===== config.mk =====
export PLATFORM = sky130hd
export DESIGN_NAME = nearest_target_tracker
export DESIGN_NICKNAME = d
export VERILOG_FILES = /design/src/rtl/ntt_pkg.sv /design/src/rtl/ntt_ram.sv /design/src/rtl/ntt_dist.sv /design/src/rtl/nearest_target_tracker.sv
export SDC_FILE = /design/constraint.sdc
export NUM_CORES = 2
export LEC_CHECK = 0
export BUFFER_PORTS_ARGS = -buffer_cell sky130_fd_sc_hd__clkbuf_2
export CAP_MARGIN = 25
export CORE_MARGIN = 2
export CORE_UTILIZATION = 35
export CTS_BUF_LIST = sky130_fd_sc_hd__clkbuf_8
export CTS_CLUSTER_SIZE = 10
export DETAILED_ROUTE_END_ITERATION = 12
export GPL_TIMING_DRIVEN = 0
export HOLD_SLACK_MARGIN = 0.05
export PLACE_DENSITY = 0.46
export SYNTH_ARGS = -nofsm -noshare
export SYNTH_HDL_FRONTEND = slang
export SYNTH_SLANG_ARGS = --single-unit
export TNS_END_PERCENT = 5

===== constraint.sdc =====
create_clock -name clk -period 11.9 [get_ports clk]
set_input_delay 2.38 -clock clk [delete_from_list [all_inputs] [get_ports clk]]
set_output_delay 2.38 -clock clk [all_outputs]
set_load 0.005 [all_outputs]

===== src/rtl/ntt_pkg.sv =====
// Shared types and constants of the nearest target tracker.
package ntt_pkg;

	localparam int TABLE_DEPTH_DEF = 64;
	localparam int COORD_W = 16;
	localparam int TAG_W = 8;
	localparam int DIST_W = 2 * COORD_W + 1;
	localparam int RADIUS_W = 32;
	localparam int PADDR_W = 3;
	localparam int PDATA_W = 32;

	localparam logic [RADIUS_W-1:0] RADIUS_RESET = 32'd4194304;

	// Register index, taken from the word address of the APB port.
	localparam logic REG_RADIUS = 1'b0;

	// Item operation codes.
	localparam logic OP_INSERT = 1'b0;
	localparam logic OP_POSE = 1'b1;

	typedef struct packed {
		logic [COORD_W-1:0] x;
		logic [COORD_W-1:0] y;
		logic [TAG_W-1:0]   tag;
	} point_t;

	localparam int POINT_W = $bits(point_t);

endpackage


===== src/rtl/ntt_ram.sv =====
// Generic simple dual-port RAM with one write port and a registered read port.
module ntt_ram #(
	parameter int WIDTH = 8,
	parameter int DEPTH = 64
) (
	input  logic                     clk,
	input  logic                     we,
	input  logic [$clog2(DEPTH)-1:0] waddr,
	input  logic [WIDTH-1:0]         wdata,
	input  logic                     re,
	input  logic [$clog2(DEPTH)-1:0] raddr,
	output logic [WIDTH-1:0]         rdata
);

	logic [WIDTH-1:0] mem [DEPTH];
	logic [WIDTH-1:0] rdata_q;

	always_ff @(posedge clk) begin
		if (we) begin
			mem[waddr] <= wdata;
		end
		if (re) begin
			rdata_q <= mem[raddr];
		end
	end

	assign rdata = rdata_q;

endmodule


===== src/rtl/ntt_dist.sv =====
// Squared Euclidean distance unit: squares registered, sum formed after the register.
module ntt_dist import ntt_pkg::*; (
	input  logic               clk,
	input  logic [COORD_W-1:0] ax,
	input  logic [COORD_W-1:0] ay,
	input  logic [COORD_W-1:0] bx,
	input  logic [COORD_W-1:0] by,
	output logic [DIST_W-1:0]  sq_dist
);

	logic [COORD_W-1:0]   dx;
	logic [COORD_W-1:0]   dy;
	logic [2*COORD_W-1:0] sq_x_q;
	logic [2*COORD_W-1:0] sq_y_q;

	always_comb begin
		dx = (ax > bx) ? (ax - bx) : (bx - ax);
		dy = (ay > by) ? (ay - by) : (by - ay);
	end

	always_ff @(posedge clk) begin
		sq_x_q <= (2*COORD_W)'(dx) * (2*COORD_W)'(dx);
		sq_y_q <= (2*COORD_W)'(dy) * (2*COORD_W)'(dy);
	end

	assign sq_dist = {1'b0, sq_x_q} + {1'b0, sq_y_q};

endmodule


===== src/rtl/nearest_target_tracker.sv =====
// Top level of the nearest target tracker: sequencer, registers and APB port.
//
//   channel  | handshake                         | content
//   ---------+-----------------------------------+--------------------------------------
//   item     | item_valid / item_ready           | op, coord_x, coord_y, point_tag
//   result   | result_valid / result_ready       | target_*, captured*, dropped flags
//   config   | psel, penable, pwrite, pready = 1 | capture_radius_sq at byte address 0
//
// One word is handled at a time. A dropped insert goes straight to its result. An
// accepted insert rescans all N entries, where N is the table fill after the insert;
// the nearest-point scan reads one table entry a cycle through the single RAM read port.
// A pose word without capture only checks the target distance; a capture adds the
// removal shift of (N - index - 1) entries plus a rescan of the remaining points. Reset
// clears all control state and needs no clearing pass: only entries below the fill count
// are ever read. A result waits in its output register while the next word is taken in.
module nearest_target_tracker import ntt_pkg::*; #(
	parameter int TABLE_DEPTH = TABLE_DEPTH_DEF
) (
	input  logic               clk,
	input  logic               arst_n,
	// item channel
	input  logic               item_valid,
	output logic               item_ready,
	input  logic               op,
	input  logic [COORD_W-1:0] coord_x,
	input  logic [COORD_W-1:0] coord_y,
	input  logic [TAG_W-1:0]   point_tag,
	// result channel
	output logic               result_valid,
	input  logic               result_ready,
	output logic               target_valid,
	output logic               target_changed,
	output logic [COORD_W-1:0] target_x,
	output logic [COORD_W-1:0] target_y,
	output logic [TAG_W-1:0]   target_tag,
	output logic               captured,
	output logic [TAG_W-1:0]   captured_tag,
	output logic               dropped,
	// configuration port
	input  logic               psel,
	input  logic               penable,
	input  logic               pwrite,
	input  logic [PADDR_W-1:0] paddr,
	input  logic [PDATA_W-1:0] pwdata,
	output logic [PDATA_W-1:0] prdata,
	output logic               pready
);

	localparam int IW = $clog2(TABLE_DEPTH);
	localparam int CW = $clog2(TABLE_DEPTH + 1);

	// Sequencer states.
	localparam logic [2:0] ST_IDLE  = 3'd0;
	localparam logic [2:0] ST_CHK1  = 3'd1;
	localparam logic [2:0] ST_CHK2  = 3'd2;
	localparam logic [2:0] ST_SHIFT = 3'd3;
	localparam logic [2:0] ST_SCAN  = 3'd4;
	localparam logic [2:0] ST_FIN   = 3'd5;

	logic [2:0]          state_q;
	logic [RADIUS_W-1:0] radius_q;
	logic [CW-1:0]       count_q;
	logic [IW-1:0]       tidx_q;
	point_t              tgt_q;
	logic [COORD_W-1:0]  pose_x_q;
	logic [COORD_W-1:0]  pose_y_q;
	logic [CW-1:0]       ptr_q;

	// Read pipeline: s1 holds the RAM output, s2 holds the distance.
	logic                v_s1;
	logic [IW-1:0]       idx_s1;
	logic                v_s2;
	logic [IW-1:0]       idx_s2;
	point_t              data_s2;

	logic [DIST_W-1:0]   best_d_q;
	logic [IW-1:0]       best_idx_q;
	point_t              best_data_q;

	logic                changed_q;
	logic                captured_q;
	logic [TAG_W-1:0]    cap_tag_q;
	logic                dropped_q;

	logic                res_valid_q;
	logic                res_tvalid_q;
	logic                res_changed_q;
	point_t              res_tgt_q;
	logic                res_captured_q;
	logic [TAG_W-1:0]    res_cap_tag_q;
	logic                res_dropped_q;

	logic                item_acc;
	logic                cfg_wr;
	logic                rd_en;
	logic [IW-1:0]       rd_addr;
	point_t              rdata;
	logic                we;
	logic [IW-1:0]       waddr;
	point_t              wdata;
	logic [COORD_W-1:0]  dist_bx;
	logic [COORD_W-1:0]  dist_by;
	logic [DIST_W-1:0]   sq_dist;
	logic                table_full;
	logic                scan_done;
	logic                shift_done;
	logic                out_free;

	// Configuration port: the register sits at word 0, other words read as zero.
	assign pready = 1'b1;
	assign cfg_wr = psel && penable && pwrite;
	assign prdata = (paddr[2] == REG_RADIUS) ? radius_q : '0;

	always_ff @(posedge clk or negedge arst_n) begin
		if (!arst_n) begin
			radius_q <= RADIUS_RESET;
		end else if (cfg_wr && paddr[2] == REG_RADIUS) begin
			radius_q <= pwdata;
		end
	end

	assign item_ready = (state_q == ST_IDLE);
	assign item_acc   = item_valid && item_ready;
	assign table_full = (count_q == CW'(TABLE_DEPTH));

	// Entries are fetched in order while the issue pointer is below the fill count.
	assign rd_en   = (state_q == ST_SHIFT || state_q == ST_SCAN) && (ptr_q < count_q);
	assign rd_addr = ptr_q[IW-1:0];

	// An insert writes at the fill count; the removal shift writes each entry one below.
	always_comb begin
		we    = 1'b0;
		waddr = count_q[IW-1:0];
		wdata = '{x: coord_x, y: coord_y, tag: point_tag};
		if (state_q == ST_IDLE) begin
			we = item_acc && op == OP_INSERT && !table_full;
		end else if (state_q == ST_SHIFT) begin
			we    = v_s1;
			waddr = idx_s1 - IW'(1);
			wdata = rdata;
		end
	end

	ntt_ram #(
		.WIDTH(POINT_W),
		.DEPTH(TABLE_DEPTH)
	) u_table (
		.clk  (clk),
		.we   (we),
		.waddr(waddr),
		.wdata(wdata),
		.re   (rd_en),
		.raddr(rd_addr),
		.rdata(rdata)
	);

	// The distance unit measures from the pose to the target during the capture check
	// and to each fetched entry during a scan.
	assign dist_bx = (state_q == ST_CHK1) ? tgt_q.x : rdata.x;
	assign dist_by = (state_q == ST_CHK1) ? tgt_q.y : rdata.y;

	ntt_dist u_dist (
		.clk    (clk),
		.ax     (pose_x_q),
		.ay     (pose_y_q),
		.bx     (dist_bx),
		.by     (dist_by),
		.sq_dist(sq_dist)
	);

	assign scan_done  = (state_q == ST_SCAN) && !rd_en && !v_s1 && !v_s2;
	assign shift_done = (state_q == ST_SHIFT) && !rd_en && !v_s1;
	assign out_free   = !res_valid_q || result_ready;

	always_ff @(posedge clk) begin
		idx_s1  <= rd_addr;
		idx_s2  <= idx_s1;
		data_s2 <= rdata;
		// Strict compare keeps the lowest index on a tie.
		if (v_s2 && (idx_s2 == '0 || sq_dist < best_d_q)) begin
			best_d_q    <= sq_dist;
			best_idx_q  <= idx_s2;
			best_data_q <= data_s2;
		end
	end

	always_ff @(posedge clk or negedge arst_n) begin
		if (!arst_n) begin
			state_q    <= ST_IDLE;
			count_q    <= '0;
			tidx_q     <= '0;
			tgt_q      <= '0;
			pose_x_q   <= '0;
			pose_y_q   <= '0;
			ptr_q      <= '0;
			v_s1       <= 1'b0;
			v_s2       <= 1'b0;
			changed_q  <= 1'b0;
			captured_q <= 1'b0;
			cap_tag_q  <= '0;
			dropped_q  <= 1'b0;
		end else begin
			v_s1 <= rd_en;
			v_s2 <= v_s1 && (state_q == ST_SCAN);
			if (rd_en) begin
				ptr_q <= ptr_q + CW'(1);
			end
			case (state_q)
				ST_IDLE: begin
					if (item_acc) begin
						changed_q  <= 1'b0;
						captured_q <= 1'b0;
						cap_tag_q  <= '0;
						dropped_q  <= 1'b0;
						if (op == OP_INSERT) begin
							if (table_full) begin
								dropped_q <= 1'b1;
								state_q   <= ST_FIN;
							end else begin
								count_q <= count_q + CW'(1);
								ptr_q   <= '0;
								state_q <= ST_SCAN;
							end
						end else begin
							pose_x_q <= coord_x;
							pose_y_q <= coord_y;
							state_q  <= ST_CHK1;
						end
					end
				end
				ST_CHK1: begin
					state_q <= ST_CHK2;
				end
				ST_CHK2: begin
					if (count_q != '0 && CW'(tidx_q) < count_q &&
					    sq_dist < {1'b0, radius_q}) begin
						captured_q <= 1'b1;
						cap_tag_q  <= tgt_q.tag;
						ptr_q      <= CW'(tidx_q) + CW'(1);
						state_q    <= ST_SHIFT;
					end else begin
						state_q <= ST_FIN;
					end
				end
				ST_SHIFT: begin
					if (shift_done) begin
						count_q <= count_q - CW'(1);
						if (count_q == CW'(1)) begin
							state_q <= ST_FIN;
						end else begin
							ptr_q   <= '0;
							state_q <= ST_SCAN;
						end
					end
				end
				ST_SCAN: begin
					if (scan_done) begin
						tidx_q    <= best_idx_q;
						tgt_q     <= best_data_q;
						changed_q <= 1'b1;
						state_q   <= ST_FIN;
					end
				end
				ST_FIN: begin
					if (out_free) begin
						state_q <= ST_IDLE;
					end
				end
				default: begin
					state_q <= ST_IDLE;
				end
			endcase
		end
	end

	// Output register: loaded once a word is finished and the slot is free.
	always_ff @(posedge clk or negedge arst_n) begin
		if (!arst_n) begin
			res_valid_q <= 1'b0;
		end else if (state_q == ST_FIN && out_free) begin
			res_valid_q <= 1'b1;
		end else if (result_ready) begin
			res_valid_q <= 1'b0;
		end
	end

	always_ff @(posedge clk) begin
		if (state_q == ST_FIN && out_free) begin
			res_tvalid_q   <= (count_q != '0);
			res_changed_q  <= changed_q;
			res_tgt_q      <= (count_q != '0) ? tgt_q : '0;
			res_captured_q <= captured_q;
			res_cap_tag_q  <= cap_tag_q;
			res_dropped_q  <= dropped_q;
		end
	end

	assign result_valid   = res_valid_q;
	assign target_valid   = res_tvalid_q;
	assign target_changed = res_changed_q;
	assign target_x       = res_tgt_q.x;
	assign target_y       = res_tgt_q.y;
	assign target_tag     = res_tgt_q.tag;
	assign captured       = res_captured_q;
	assign captured_tag   = res_cap_tag_q;
	assign dropped        = res_dropped_q;

endmodule


* Word level (Yosys, flattened, before mapping)
Memories as Yosys holds them, arrays and structs flattened. A register that Yosys moved wholly into a read port is not among the register bits. Cells that the tools add are included.
Storage, ports and cells: flip-flop bits (word level) 388, bits in latches 0, memory bits (writable) 2560, memory bits (read-only) 0, word-level logic and storage cells 158, memories kept 1
Cells by class: add/subtract/negate cells 10, $mul 2, div/mod/pow operators 0, magnitude comparators 6, equal/unequal tests 14, shift-type cells 0, mux-type cells 47, bitwise operators 2, reduce and logical (&&, ||, !) cells 39
Memory list:
- u_table.mem | words 64, width 40, rd ports 1, clocked after memory_dff 1, wr ports 1, line ntt_ram.sv:15 | logic [WIDTH-1:0] mem [DEPTH];
Operator list (count):
- 2-to-1 mux 40 bit | 2
- 2-to-1 mux 7 bit | 11
- multiplier 16 x 16 -> 32 bit | 2
- 2-to-1 mux 16 bit | 4
- subtractor 16 bit | 4
- adder 32 x 32 -> 33 bit | 1
- < comparator 33 x 32 -> 1 bit | 1
- < comparator 33 bit | 1
- greater-than comparator 16 bit | 2
- 2-to-1 mux 32 bit | 1
- case mux 7 bit (3 select lines) | 1
- 2-to-1 mux 3 bit | 6
- case mux 3 bit (6 select lines) | 1
- logical AND 1 bit | 17
- 2-to-1 mux 8 bit | 2
- case mux 8 bit (2 select lines) | 1
- adder 7 x 1 -> 7 bit, second input constant | 2
- case mux 7 bit (2 select lines) | 1
- 2-to-1 mux 1 bit | 13
- 2-to-1 mux 6 bit | 2
- inequality test 2 bit, second input constant | 6
- AND reduction 3 bit | 3
- nonzero test 2 bit | 4
- adder 6 x 1 -> 7 bit, second input constant | 1
- 20 further kinds | 31

* Longest topological paths before layout
depth after elaboration 9, depth in mapped cells 45, mapped depth without buffers 41

* Modules after synthesis
Synthesis repeated with hierarchy kept, for this count alone.
Unflattened totals: cells, all modules 7647, area total of the unflattened synthesis 132260.6 sq um
Modules (own cells, without submodules):
- ntt_ram | times used 1, cells an instance 4195, area an instance 98236.7 sq um, seq. area each 78074.9 sq um
- ntt_dist | times used 1, cells an instance 2292, area an instance 19822.8 sq um, seq. area each 1241.2 sq um
- nearest_target_tracker | times used 1, cells an instance 1160, area an instance 14201.1 sq um, seq. area each 8504.4 sq um

* Worst setup path before layout
OpenSTA, ideal clock, no wires.
path type reg2reg, start register state_q[0], end register u_dist.sq_y_q[25], arrival time 10.068 ns, required time 11.835 ns, path slack 1.767 ns, stages on the path, launching flop included 43, path through dfrtp_1 clkbuf_1 nor2b_1 nor2b_1 clkbuf_1 clkbuf_1 mux2_2 ha_1 fa_1 and2b_4 o31a_4 o21ai_4 o211a_2 nor2_2 nand3b_1 o31ai_1 xor2_1 clkinv_1 (+7 left out) inv_1 fa_1 inv_1 fa_1 inv_1 fa_1 inv_1 ha_1 a21o_1 a21o_1 a21oi_1 a21boi_0 o21a_1 o21a_1 o21ai_0 a21oi_1 or4b_2 nand4b_1
Between the ends: cells in the longest elaborated chain, start to end 5, elaborated cells on any way between the ends 7
Ends and longest elaborated chain:
- start: declaration | line nearest_target_tracker.sv:60 | logic [2:0] state_q;
- start signal: assignment | line nearest_target_tracker.sv:189 | state_q <= ST_IDLE;
- start signal: assignment | line nearest_target_tracker.sv:218 | state_q <= ST_FIN;
- start signal: assignment | line nearest_target_tracker.sv:222 | state_q <= ST_SCAN;
- equality test 3 x 1 -> 1 bit * | line nearest_target_tracker.sv:160 | assign dist_by = (state_q == ST_CHK1) ? tgt_q.y : rdata.y;
- 2-to-1 mux 16 bit * | line nearest_target_tracker.sv:160
- subtractor 16 bit or greater-than comparator 16 bit (tied branches) | line ntt_dist.sv:18 | dy = (ay > by) ? (ay - by) : (by - ay);
- 2-to-1 mux 16 bit * | line ntt_dist.sv:18
- multiplier 16 x 16 -> 32 bit * | line ntt_dist.sv:23 | sq_y_q <= (2*COORD_W)'(dy) * (2*COORD_W)'(dy);
- end signal: assignment | line ntt_dist.sv:23
- end: declaration | line ntt_dist.sv:14 | logic [2*COORD_W-1:0] sq_y_q;
Every way passes the cells marked *; elsewhere a longest branch is shown, timed or not. A chain may end at the register's enable or synchronous reset.

* Worst setup path after layout
start register state_q[1], end register u_dist.sq_y_q[25]
The elaborated chain is that of the path after synthesis.

==> flow_summary_export.csv <==
group,metric,value,unit
status,status,"finished clean",
timing,hold_violations,0,
clock_tree,cts.sinks,2986,
layout,regArea,87820,um2
worst_setup_path,r2r.worst_path.cells,40,
worst_setup_path,start_kind,"flop",
floorplanning,row_count,225,
clock_tree,cts_root_buf,"clkbuf_8",
worst_setup_path,r2r-end,"u_dist.sq_y_q[25]",
worst_setup_path,cp_max_fo,10,
worst_setup_path,path_delay_family,"adder cells",
synth,synth.most_common_cell,"edfxtp_1",
timing,worst_pin_slew,1.176,ns
timing,fin_ws,0.5337,ns
worst_setup_path,cp_common_cell,"fa_1",
synth,ys_ff_latch,2986,
global_routing,grt_first_pass_wirelength,573900,um
floorplanning,io_pins,170,
layout,stdcell_area,155100,um2
floorplanning,die_area,382300,um2
min_path,min_path_type,"reg -> reg",
drt,vias,70520,
synth,synth_top_area_cell,"edfxtp_1",
worst_setup_path,crit_arrival,12.42,ns
layout,drive_above_1_share,27.25,%
job,cap_violations,0,
worst_setup_path,cp.required,12.96,ns
synth,yosys-top-cells-area,"edfxtp_1 (62%), mux4_2 (14%), fa_1 (5.0%), ha_1 (3.5%), dfrtp_1 (2.7%)",
drt,dr.first_iter.drc_count,5800,
clock_tree,cts_tree,"built",
min_path,holdPathEnd,"data_s2[3]",
synth,synth_cell_type_count,109,
floorplanning,core,375500,um2
min_path,holdPathStages,0,
floorplanning,fp.dieH,618.3,um
clock_tree,cts_buffers,532,
timing,slew_violations,0,
floorplanning,start_util,35.17,%
timing,fin_hold_ws,0.3804,ns
timing,rsz0062_at_grt,"true",
global_routing,grt_max_degree,84,
placement,pre_cts_ws,-0.6969,ns
placement,gp_congestion,0.8281,
drt,vias_per_cell,5.191,
synth,syn-cell-area,132100,um2
layout,syn_to_final_growth,17.45,%
synth,yosys_most_used_dff,"edfxtp_1",
synth,synthCells,7199,
placement,dpl.hpwl,297300,um
synth,synth-edff-count,2731,
drt,route.detailed.drc,0,
worst_setup_path,r2r_start,"state_q[1]",
timing,setup_violations,0,
drt,wire_per_inst,30.14,um
global_routing,grt-ovfl-total,0,
worst_setup_path,r2r_setup_slack,0.53,ns
placement,post_dp_cell_area,145000,um2
drt,drt-pass1-iter-count,5,
synth,synth_common_cells,"edfxtp_1 (2731), mux4_2 (819), inv_1 (633)",
worst_setup_path,crit_type,"reg -> reg",
layout,multi_input_area,41420,um2
synth,synthArstFlopShare,4.722,%
global_routing,grt_pass1_vias,75160,
timing,fin_crit,11.37,ns
layout,layout.nets,8976,
timing,slew_headroom,20.79,%
global_routing,antenna_found_initial,37,
min_path,min_from,"u_table.rdata[3]",
floorplanning,die_x,618.3,um
synth,avgSynthCellArea,18.35,um2
global_routing,grt_usage,21.34,%
clock_tree,htree_levels,6,
timing,clock_skew,0.08488,ns
worst_setup_path,crit_buf_inv,10,
drt,ant_nets,0,
placement,io_buffers,166,
clock_tree,clock_path_buffers,4,
synth,synth_top_area_share,62.09,%
layout,nFillCells,34010,
worst_setup_path,slowest_stage,"or4b_2",
clock_tree,clk_pin_slew,0.06,ns
timing,finalCritPeriodShare,95.52,%
synth,yosys_warnings,0,
synth,yosysSeqAreaShare,66.49,%
drt,drt_wl_total,409500,um
worst_setup_path,worstSetupEndpointType,"flop",
worst_setup_path,max_stage_delay,0.63,ns
synth,syn_nets,7984,
clock_tree,clk_latency,1.17,ns
timing,fmax,87.98,MHz
-- flip-flops by register name, summed over array words and instances (netlist names), 16 cells and up --
name / cells
best_d_q: 33
best_data_q: 40
data_s2: 40
pose_x_q: 16
pose_y_q: 16
radius_q: 32
target_x: 16
target_y: 16
tgt_q: 40
u_dist.sq_x_q: 31
u_dist.sq_y_q: 31
u_table.mem: 2560
u_table.rdata: 40
-- placed cells by master (no fill, tap or decap), types with 29 or more instances in the layout --
master,count
nor2_4,67
clkbuf_8,561
o21ai_0,92
buf_4,33
clkbuf_1,151
buf_2,34
buf_16,39
nand2_2,39
fa_1,328
buf_1,70
buf_8,73
clkinv_2,29
a21o_1,90
nand2_1,318
xnor2_1,82
inv_1,798
and2_1,43
ha_1,374
xor2_1,42
mux2_2,166
clkinv_1,108
mux2i_1,47
nor2_1,251
a21oi_1,138
clkbuf_2,189
nand2b_1,39
dfxtp_1,114
mux4_2,819
dfrtp_1,140
buf_12,146
edfxtp_1,2731
-- worst register-to-register path, delay by kind of cell (launching register included) --
family	cells	cell delay (ns)
compound gates	11	2.01
xor+xnor	1	0.49
fa+ha+maj	9	3.98
buf+inv	10	2.03
flops	1	0.36
mux	2	0.62
simple gates	7	1.85
-- area by class of cell --
cell class,count,share of cell area [%]
clock buffers,560,4.968
plain buffers,291,0.7888
repair buffers,460,4.020
well taps,4994,4.028
clock inverters,362,1.305
multi-input cells,3280,26.70
diodes,13,0.02097
inverters,640,1.558
flip-flops and latches,2986,56.61
-- worst max-delay path by stage --
stage	start	endpoint	slack (ns)	cells after the start
detailed placement	state_q[0]	u_dist.sq_x_q[26]	-0.70	39
global placement	state_q[0]	u_dist.sq_x_q[30]	-2.30	40
finish	state_q[1]	u_dist.sq_y_q[25]	0.53	40
floorplan	state_q[0]	u_dist.sq_y_q[25]	1.77	42
global route	state_q[1]	u_dist.sq_y_q[25]	-0.04	40
CTS	state_q[0]	u_dist.sq_y_q[25]	0.04	43
-- metrics by stage --
stage	cells	setup TNS, ns	util (%)
3_3_place_gp	12360	-43.97	37.06
3_5_place_dp	12630	-8.084	38.61
4_1_cts	13550	0	41.22
2_1_floorplan	7199	0	-
6_report	13590	0	41.31
5_1_grt	13570	-0.03890	41.30
-- routing by layer --
layer | track usage (%) | wire length [um] | vias to the layer above
li1 | - | - | 29820
met1 | 27.55 | 169700 | 38150
met2 | 37.25 | 207700 | 1989
met3 | 3.008 | 19460 | 555
met4 | 6.423 | 12690 | 6
met5 | 0 | 46 | -
-- what timing repair did --
action	CTS	global route
hold buffers	0	0
resized for setup	14	22
endpoints found under the hold margin	0	0
pin swaps	0	2
endpoints found under the setup margin	21	19
buffers inserted	0	8
-- logic make-up after synthesis --
kind of cell             after synthesis  share of synthesized area [%]
XOR/XNOR                             139                         0.9491
AND/OR/NAND/NOR                      921                          3.110
adder cells (fa/ha/maj)              702                          8.514
other                                  1                       0.002839
multiplexers                        1032                          15.74
flip-flops                          2986                          66.49
AO/OA/AOI/OAI                        485                          2.482
buffers and inverters                933                          2.720
Power is not shown: default switching activity piles up to over one toggle a cycle in this logic, so the estimate is an artifact.
